==> config.mk <==
export PLATFORM = sky130hd
export DESIGN_NAME = btd_front_flat
export DESIGN_NICKNAME = d
export VERILOG_FILES = /design/src/design/btd_pkg.sv /design/src/design/btd_in_if.sv /design/src/design/btd_front.sv /design/src/flat_wrapper.sv
export SDC_FILE = /design/constraint.sdc
export NUM_CORES = 1
export LEC_CHECK = 0
export BUFFER_PORTS_ARGS = -buffer_cell sky130_fd_sc_hd__buf_2
export CAP_MARGIN = 20
export CORE_MARGIN = 1.5
export CORE_UTILIZATION = 39
export CTS_CLUSTER_SIZE = 40
export DETAILED_ROUTE_END_ITERATION = 10
export GPL_TIMING_DRIVEN = 0
export PLACE_DENSITY = 0.67
export SKIP_LAST_GASP = 1
export SYNTH_ARGS = -nofsm -noshare
export SYNTH_HDL_FRONTEND = slang
export SYNTH_SLANG_ARGS = --single-unit
==> constraint.sdc <==
create_clock -name clk -period 2.4 [get_ports clk]
set_clock_uncertainty 0.05 [all_clocks]
set_input_delay 0.24 -clock clk [delete_from_list [all_inputs] [get_ports clk]]
set_output_delay 0.24 -clock clk [all_outputs]
set_load 0.02 [all_outputs]
==> src/design/btd_pkg.sv <==
`timescale 1ns / 1ps
// ----------------------------------------------------------------------------
// btd_pkg : shared types and constants for the prefix-code trie decoder
// Item and result codes, the queue entry and parameter defaults.
// ----------------------------------------------------------------------------
package btd_pkg;

  localparam int NODE_SLOTS_DEF  = 512;
  localparam int SYMBOL_BITS_DEF = 8;

  // fixed field widths of the channels
  localparam int MODE_W = 2;
  localparam int SYM_W  = 8;
  localparam int STAT_W = 2;

  // mode field codes
  localparam logic [MODE_W-1:0] MODE_DECODE = 2'd0;
  localparam logic [MODE_W-1:0] MODE_LOAD   = 2'd1;
  localparam logic [MODE_W-1:0] MODE_CLEAR  = 2'd2;

  typedef enum logic [1:0] {
    OP_DECODE,
    OP_LOAD,
    OP_CLEAR,
    OP_IGNORE
  } op_t;

  typedef enum logic [STAT_W-1:0] {
    ST_SYMBOL  = 2'd0,
    ST_MISSING = 2'd1,
    ST_FULL    = 2'd2
  } status_t;

  typedef struct packed {
    op_t              op;
    logic             bit_value;
    logic [SYM_W-1:0] symbol;
    logic             code_end;
  } item_t;

endpackage

==> src/design/btd_in_if.sv <==
`timescale 1ns / 1ps
// ----------------------------------------------------------------------------
// btd_in_if : input item channel
// Valid/ready channel carrying one decode, load or clear item per beat.
// ----------------------------------------------------------------------------
interface btd_in_if;
  logic                        valid;
  logic                        ready;
  logic [btd_pkg::MODE_W-1:0] mode;
  logic                        bit_value;
  logic [btd_pkg::SYM_W-1:0]  symbol;
  logic                        code_end;

  modport source (output valid, output mode, output bit_value, output symbol,
                  output code_end, input ready);
  modport sink   (input valid, input mode, input bit_value, input symbol,
                  input code_end, output ready);
endinterface

==> src/design/btd_front.sv <==
`timescale 1ns / 1ps
// ----------------------------------------------------------------------------
// btd_front : item intake and classification
// Accepts input beats, turns the mode field into an operation code and holds
// the items in a two-entry queue for the execution side.
// ----------------------------------------------------------------------------
module btd_front (
  input  logic           clk,
  input  logic           rst_n,
  btd_in_if.sink         in_ch,
  output logic           q_vld,
  output btd_pkg::item_t q_item,
  input  logic           q_pop
);

  localparam int DEPTH = 2;
  localparam int PW    = $clog2(DEPTH);
  localparam int CW    = $clog2(DEPTH + 1);

  btd_pkg::item_t ent_r [DEPTH];
  logic [PW-1:0]  wr_ptr_r, wr_ptr_nxt;
  logic [PW-1:0]  rd_ptr_r, rd_ptr_nxt;
  logic [CW-1:0]  cnt_r, cnt_nxt;
  logic           push;
  btd_pkg::item_t cls;

  assign in_ch.ready = (cnt_r != CW'(DEPTH));
  assign push        = in_ch.valid && in_ch.ready;
  assign q_vld       = (cnt_r != '0);
  assign q_item      = ent_r[rd_ptr_r];

  always_comb begin
    cls.bit_value = in_ch.bit_value;
    cls.symbol    = in_ch.symbol;
    cls.code_end  = in_ch.code_end;
    case (in_ch.mode)
      btd_pkg::MODE_DECODE: cls.op = btd_pkg::OP_DECODE;
      btd_pkg::MODE_LOAD:   cls.op = btd_pkg::OP_LOAD;
      btd_pkg::MODE_CLEAR:  cls.op = btd_pkg::OP_CLEAR;
      default:              cls.op = btd_pkg::OP_IGNORE;
    endcase
  end

  always_comb begin
    wr_ptr_nxt = push  ? PW'(wr_ptr_r + 1'b1) : wr_ptr_r;
    rd_ptr_nxt = q_pop ? PW'(rd_ptr_r + 1'b1) : rd_ptr_r;
    case ({push, q_pop})
      2'b10:   cnt_nxt = CW'(cnt_r + 1'b1);
      2'b01:   cnt_nxt = CW'(cnt_r - 1'b1);
      default: cnt_nxt = cnt_r;
    endcase
  end

  always_ff @(posedge clk) begin
    if (push) begin
      ent_r[wr_ptr_r] <= cls;
    end
  end

  always_ff @(posedge clk) begin
    if (!rst_n) begin
      wr_ptr_r <= '0;
      rd_ptr_r <= '0;
      cnt_r    <= '0;
    end else begin
      wr_ptr_r <= wr_ptr_nxt;
      rd_ptr_r <= rd_ptr_nxt;
      cnt_r    <= cnt_nxt;
    end
  end

endmodule

==> src/flat_wrapper.sv <==
// flat-port wrapper written by rule: the top's interface ports become plain ports
module btd_front_flat 
  (clk, rst_n, q_vld, q_item, q_pop, in_ch_valid, in_ch_mode, in_ch_bit_value, in_ch_symbol, in_ch_code_end, in_ch_ready);
  btd_in_if in_ch_i ();
  input  logic clk;
  input  logic rst_n;
  output logic q_vld;
  output btd_pkg::item_t q_item;
  input  logic q_pop;
  input wire logic [$bits(in_ch_i.valid)-1:0] in_ch_valid;
  input wire logic [$bits(in_ch_i.mode)-1:0] in_ch_mode;
  input wire logic [$bits(in_ch_i.bit_value)-1:0] in_ch_bit_value;
  input wire logic [$bits(in_ch_i.symbol)-1:0] in_ch_symbol;
  input wire logic [$bits(in_ch_i.code_end)-1:0] in_ch_code_end;
  output wire logic [$bits(in_ch_i.ready)-1:0] in_ch_ready;
  assign in_ch_i.valid = in_ch_valid;
  assign in_ch_i.mode = in_ch_mode;
  assign in_ch_i.bit_value = in_ch_bit_value;
  assign in_ch_i.symbol = in_ch_symbol;
  assign in_ch_i.code_end = in_ch_code_end;
  assign in_ch_ready = in_ch_i.ready;
  btd_front u_core (.clk(clk), .rst_n(rst_n), .in_ch(in_ch_i), .q_vld(q_vld), .q_item(q_item), .q_pop(q_pop));
endmodule
==> results.md <==
- Starting DRC count in detailed routing: 15
- Critical path data arrival time: 1470 ps
- Switching power: 0.000281 W
- Count of final max-slew check failures: 0
- Most frequent cells in the layout: sky130_fd_sc_hd__buf_2 (28), sky130_fd_sc_hd__edfxtp_1 (24), sky130_fd_sc_hd__mux2_2 (12)
- Clock buffers created by TritonCTS: 5
- Via count of the first global-routing pass: 620
- Via density per instance: 4.81
- Number of buffers on the longest clock path: 2
- Sinks on the clock net: 29
- Internal portion of total power: 0.000806 W
- Number of vias in the routed layout: 616
- Area of the die: 3140 um^2
- Share of the clock period used by the worst path after layout: 73.2%
- CTS root buffer: sky130_fd_sc_hd__clkbuf_4
- Static power due to leakage: 0.509 nW
- Area overhead of the layout relative to synthesis: 20.3%
- Logic pwr share: 19.0%
- Clock slew at the register clock pins of the worst setup and hold paths: 80 ps
- Unrepaired setup endpoints after global routing: false
- Slew at the pin with the worst max-slew slack: 576 ps
- Met1 layer usage reported by global route: 12.0%
- Count of synthesis-stage warnings from yosys: 0
- Number of distinct library cells after synthesis: 20
- Proportion of total power due to net switching: 25.9%
- Fraction of the yosys area taken by sequential cells: 74.9%
- Hold-critical path depth: 1
- Required time reported for the critical path endpoint: 2110 ps
- Number of storage elements in the synthesis netlist: 29
- Pwr dens: 824 nW/um^2
- FMAX: 0.570 GHz
- Met2 Use GR: 19.0%
- Crit path capture type: output port
- Worst reg2reg path depth: 5
- Global-route wire length before repair: 2670 um
- Post-cts hold buffer count: 0
- Total power: 0.00109 W
- Mapped Area: 1100 um^2
- DPL Wire Length: 1150 um
- Port Buf Inserts: 27
- Worst hold path startpoint: in_ch_symbol[6]
- Total count of hold-check failures in the final report: 0
- H-tree Lvls: 2
- Peak VDD IR: 0.000552 V
- Post-layout min period: 1760 ps
- Endpoints failing setup: 0
- Placed standard-cell area: 1270 um^2
- Most common cell after layout, fill and taps aside: sky130_fd_sc_hd__buf_2
- Path type of the worst setup path: flop to output port
- Sequential cell fraction of total power: 56.9%
- Type of the worst min-delay path: primary input to flop
- Antenna violations before repair: 0
- Synth Net Count: 79
- Std cell rows: 19
- Area inside the core boundary: 2710 um^2
- CTS tree: done
- Clock power frac: 24.1%
- Weighted congestion reported at the end of routability-driven placement: 0.606
- Vertical die dimension: 56.0 um
- Highest net fanout along the worst path: 10
- Diodes inserted: 0
- Mapped Cells: 62
- Clock insertion delay at the later pin of the skew report: 310 ps
- Routed Wire Length: 1670 um
- Routed wire per std cell: 13.0 um
- Number of max-cap violations: 0
- Initial core utilization: 40.4%
- Resize count post-CTS: 0
- Total routing resource utilization after global routing: 12.3%
- Chip width: 56.0 um
- Rel. slew slack: 61.6%
- Share of layout cells above drive strength 1: 48.5%
- Count of filler cells inserted in the layout: 258
- Aggregate negative setup slack: 0 ps
- Register-to-register setup slack: 740 ps
- DRC viols: 0
- Critical R2R Capture: u_core.cnt_r[1]
- Synthesized area per cell: 17.7 um^2
- Hold Path End: u_core.ent_r[0][7]
- Run status: completed
- Number of antenna-violating nets in the routed design: 0
- Element type at the critical path start: flop
- M3 GR Usage: 5.58%
- Pin count of the biggest net entering global routing: 13
- Post-layout instance area: 1320 um^2
- Post CTS Setup Buffer Count: 0
- R2R Path Start: u_core.cnt_r[0]
- Final #Nets: 113
- Total congestion overflow after global routing: 0
- Pre-Repair DR Iteration Count: 4
- I/O Pins: 30
- Grt peak-use layer: met2
## critical path, cell delays in order, from the launching register on
cell                      delay (ps)
sky130_fd_sc_hd__dfxtp_1         370
sky130_fd_sc_hd__buf_2           270
sky130_fd_sc_hd__mux2_2          360
sky130_fd_sc_hd__buf_2           160
## synthesized netlist by cell type
| cell | n | share of area (%) |
|---|---|---|
| sky130_fd_sc_hd__mux2_2 | 12 | 12 |
| sky130_fd_sc_hd__xnor2_1 | 2 | 1.6 |
| sky130_fd_sc_hd__edfxtp_1 | 24 | 66 |
| sky130_fd_sc_hd__buf_2 | 1 | 0.46 |
| sky130_fd_sc_hd__nand2_1 | 1 | 0.34 |
| sky130_fd_sc_hd__inv_1 | 1 | 0.34 |
| sky130_fd_sc_hd__ha_1 | 1 | 1.1 |
| sky130_fd_sc_hd__or2_2 | 1 | 0.57 |
| sky130_fd_sc_hd__nand3b_1 | 1 | 0.69 |
| sky130_fd_sc_hd__and3_1 | 1 | 0.57 |
| sky130_fd_sc_hd__clkbuf_1 | 2 | 0.69 |
| sky130_fd_sc_hd__nand2b_1 | 1 | 0.57 |
| sky130_fd_sc_hd__a21bo_2 | 1 | 0.91 |
| sky130_fd_sc_hd__a21boi_0 | 1 | 0.69 |
| sky130_fd_sc_hd__or3_1 | 1 | 0.57 |
| sky130_fd_sc_hd__dfxtp_1 | 5 | 9.1 |
| sky130_fd_sc_hd__o21ai_0 | 1 | 0.46 |
| sky130_fd_sc_hd__a21boi_1 | 1 | 0.69 |
| sky130_fd_sc_hd__and2_1 | 3 | 1.7 |
| sky130_fd_sc_hd__xor2_1 | 1 | 0.80 |
## sequential cells by signal, indices dropped and copies added, names as in the netlist, named ones only
register	flops
u_core.ent_r	24
u_core.wr_ptr_r	1
u_core.cnt_r	2
u_core.rd_ptr_r	1
## power by group through the flow
stage                     logic, W  registers (W)  clock network, W
final                     0.000206       0.000619          0.000262
after global routing      0.000227       0.000625          0.000298
after CTS                 0.000211       0.000620          0.000273
after detailed placement  0.000210       0.000631                 0
after global placement    0.000205       0.000627                 0
after floorplan           0.000147       0.000625                 0
## kinds of logic after synthesis
kind of cell | count (synthesis) | synth area share [%]
buffers and inverters | 4 | 1.48
AOI/OAI and AO/OA | 4 | 2.74
muxes | 12 | 12.3
adders and majority gates | 1 | 1.14
DFF | 29 | 74.9
and+or+nand+nor | 9 | 5.02
xor gates and xnor gates | 3 | 2.40
## how the worst max path moves through the flow
stage | start | to | slack [ps] | cells after the start
after floorplan | u_core.cnt_r[0] | u_core.cnt_r[1] | 770 | 5
after global placement | u_core.cnt_r[0] | u_core.ent_r[1][5] | 840 | 2
after detailed placement | u_core.cnt_r[0] | u_core.cnt_r[1] | 760 | 5
after CTS | flop | q_item[1] | 590 | 3
after global routing | flop | q_item[7] | 540 | 3
final | flop | q_item[1] | 640 | 3
## cell type report
type / count / area [um^2] / share of cell area [%]
tap: 31 / 38.8 / 2.94
multi-input combinational: 29 / 259 / 19.6
buffer: 3 / 12.5 / 0.949
inverter: 1 / 3.75 / 0.285
timing repair buffer: 27 / 135 / 10.2
clock buffer: 8 / 48.8 / 3.70
sequential: 29 / 821 / 62.2
## layer usage
| layer | wire (um) | up-vias |
|---|---|---|
| li1 | - | 295 |
| met3 | 120 | 8 |
| met2 | 821 | 23 |
| met1 | 669 | 290 |
| met5 | 0 | - |
| met4 | 57 | 0 |
## through the flow
stage / util [%] / instances / hold slack [ps] / setup slack, ps
3_5_place_dp: 46.9 / 120 / 384 / 756
5_1_grt: 48.7 / 128 / 37.5 / 535
4_1_cts: 48.7 / 128 / 46.4 / 593
2_1_floorplan: - / 62 / 289 / 769
6_report: 48.7 / 128 / 61.7 / 644
3_3_place_gp: 46.9 / 120 / 379 / 839
(Power assumes the default switching activity.)
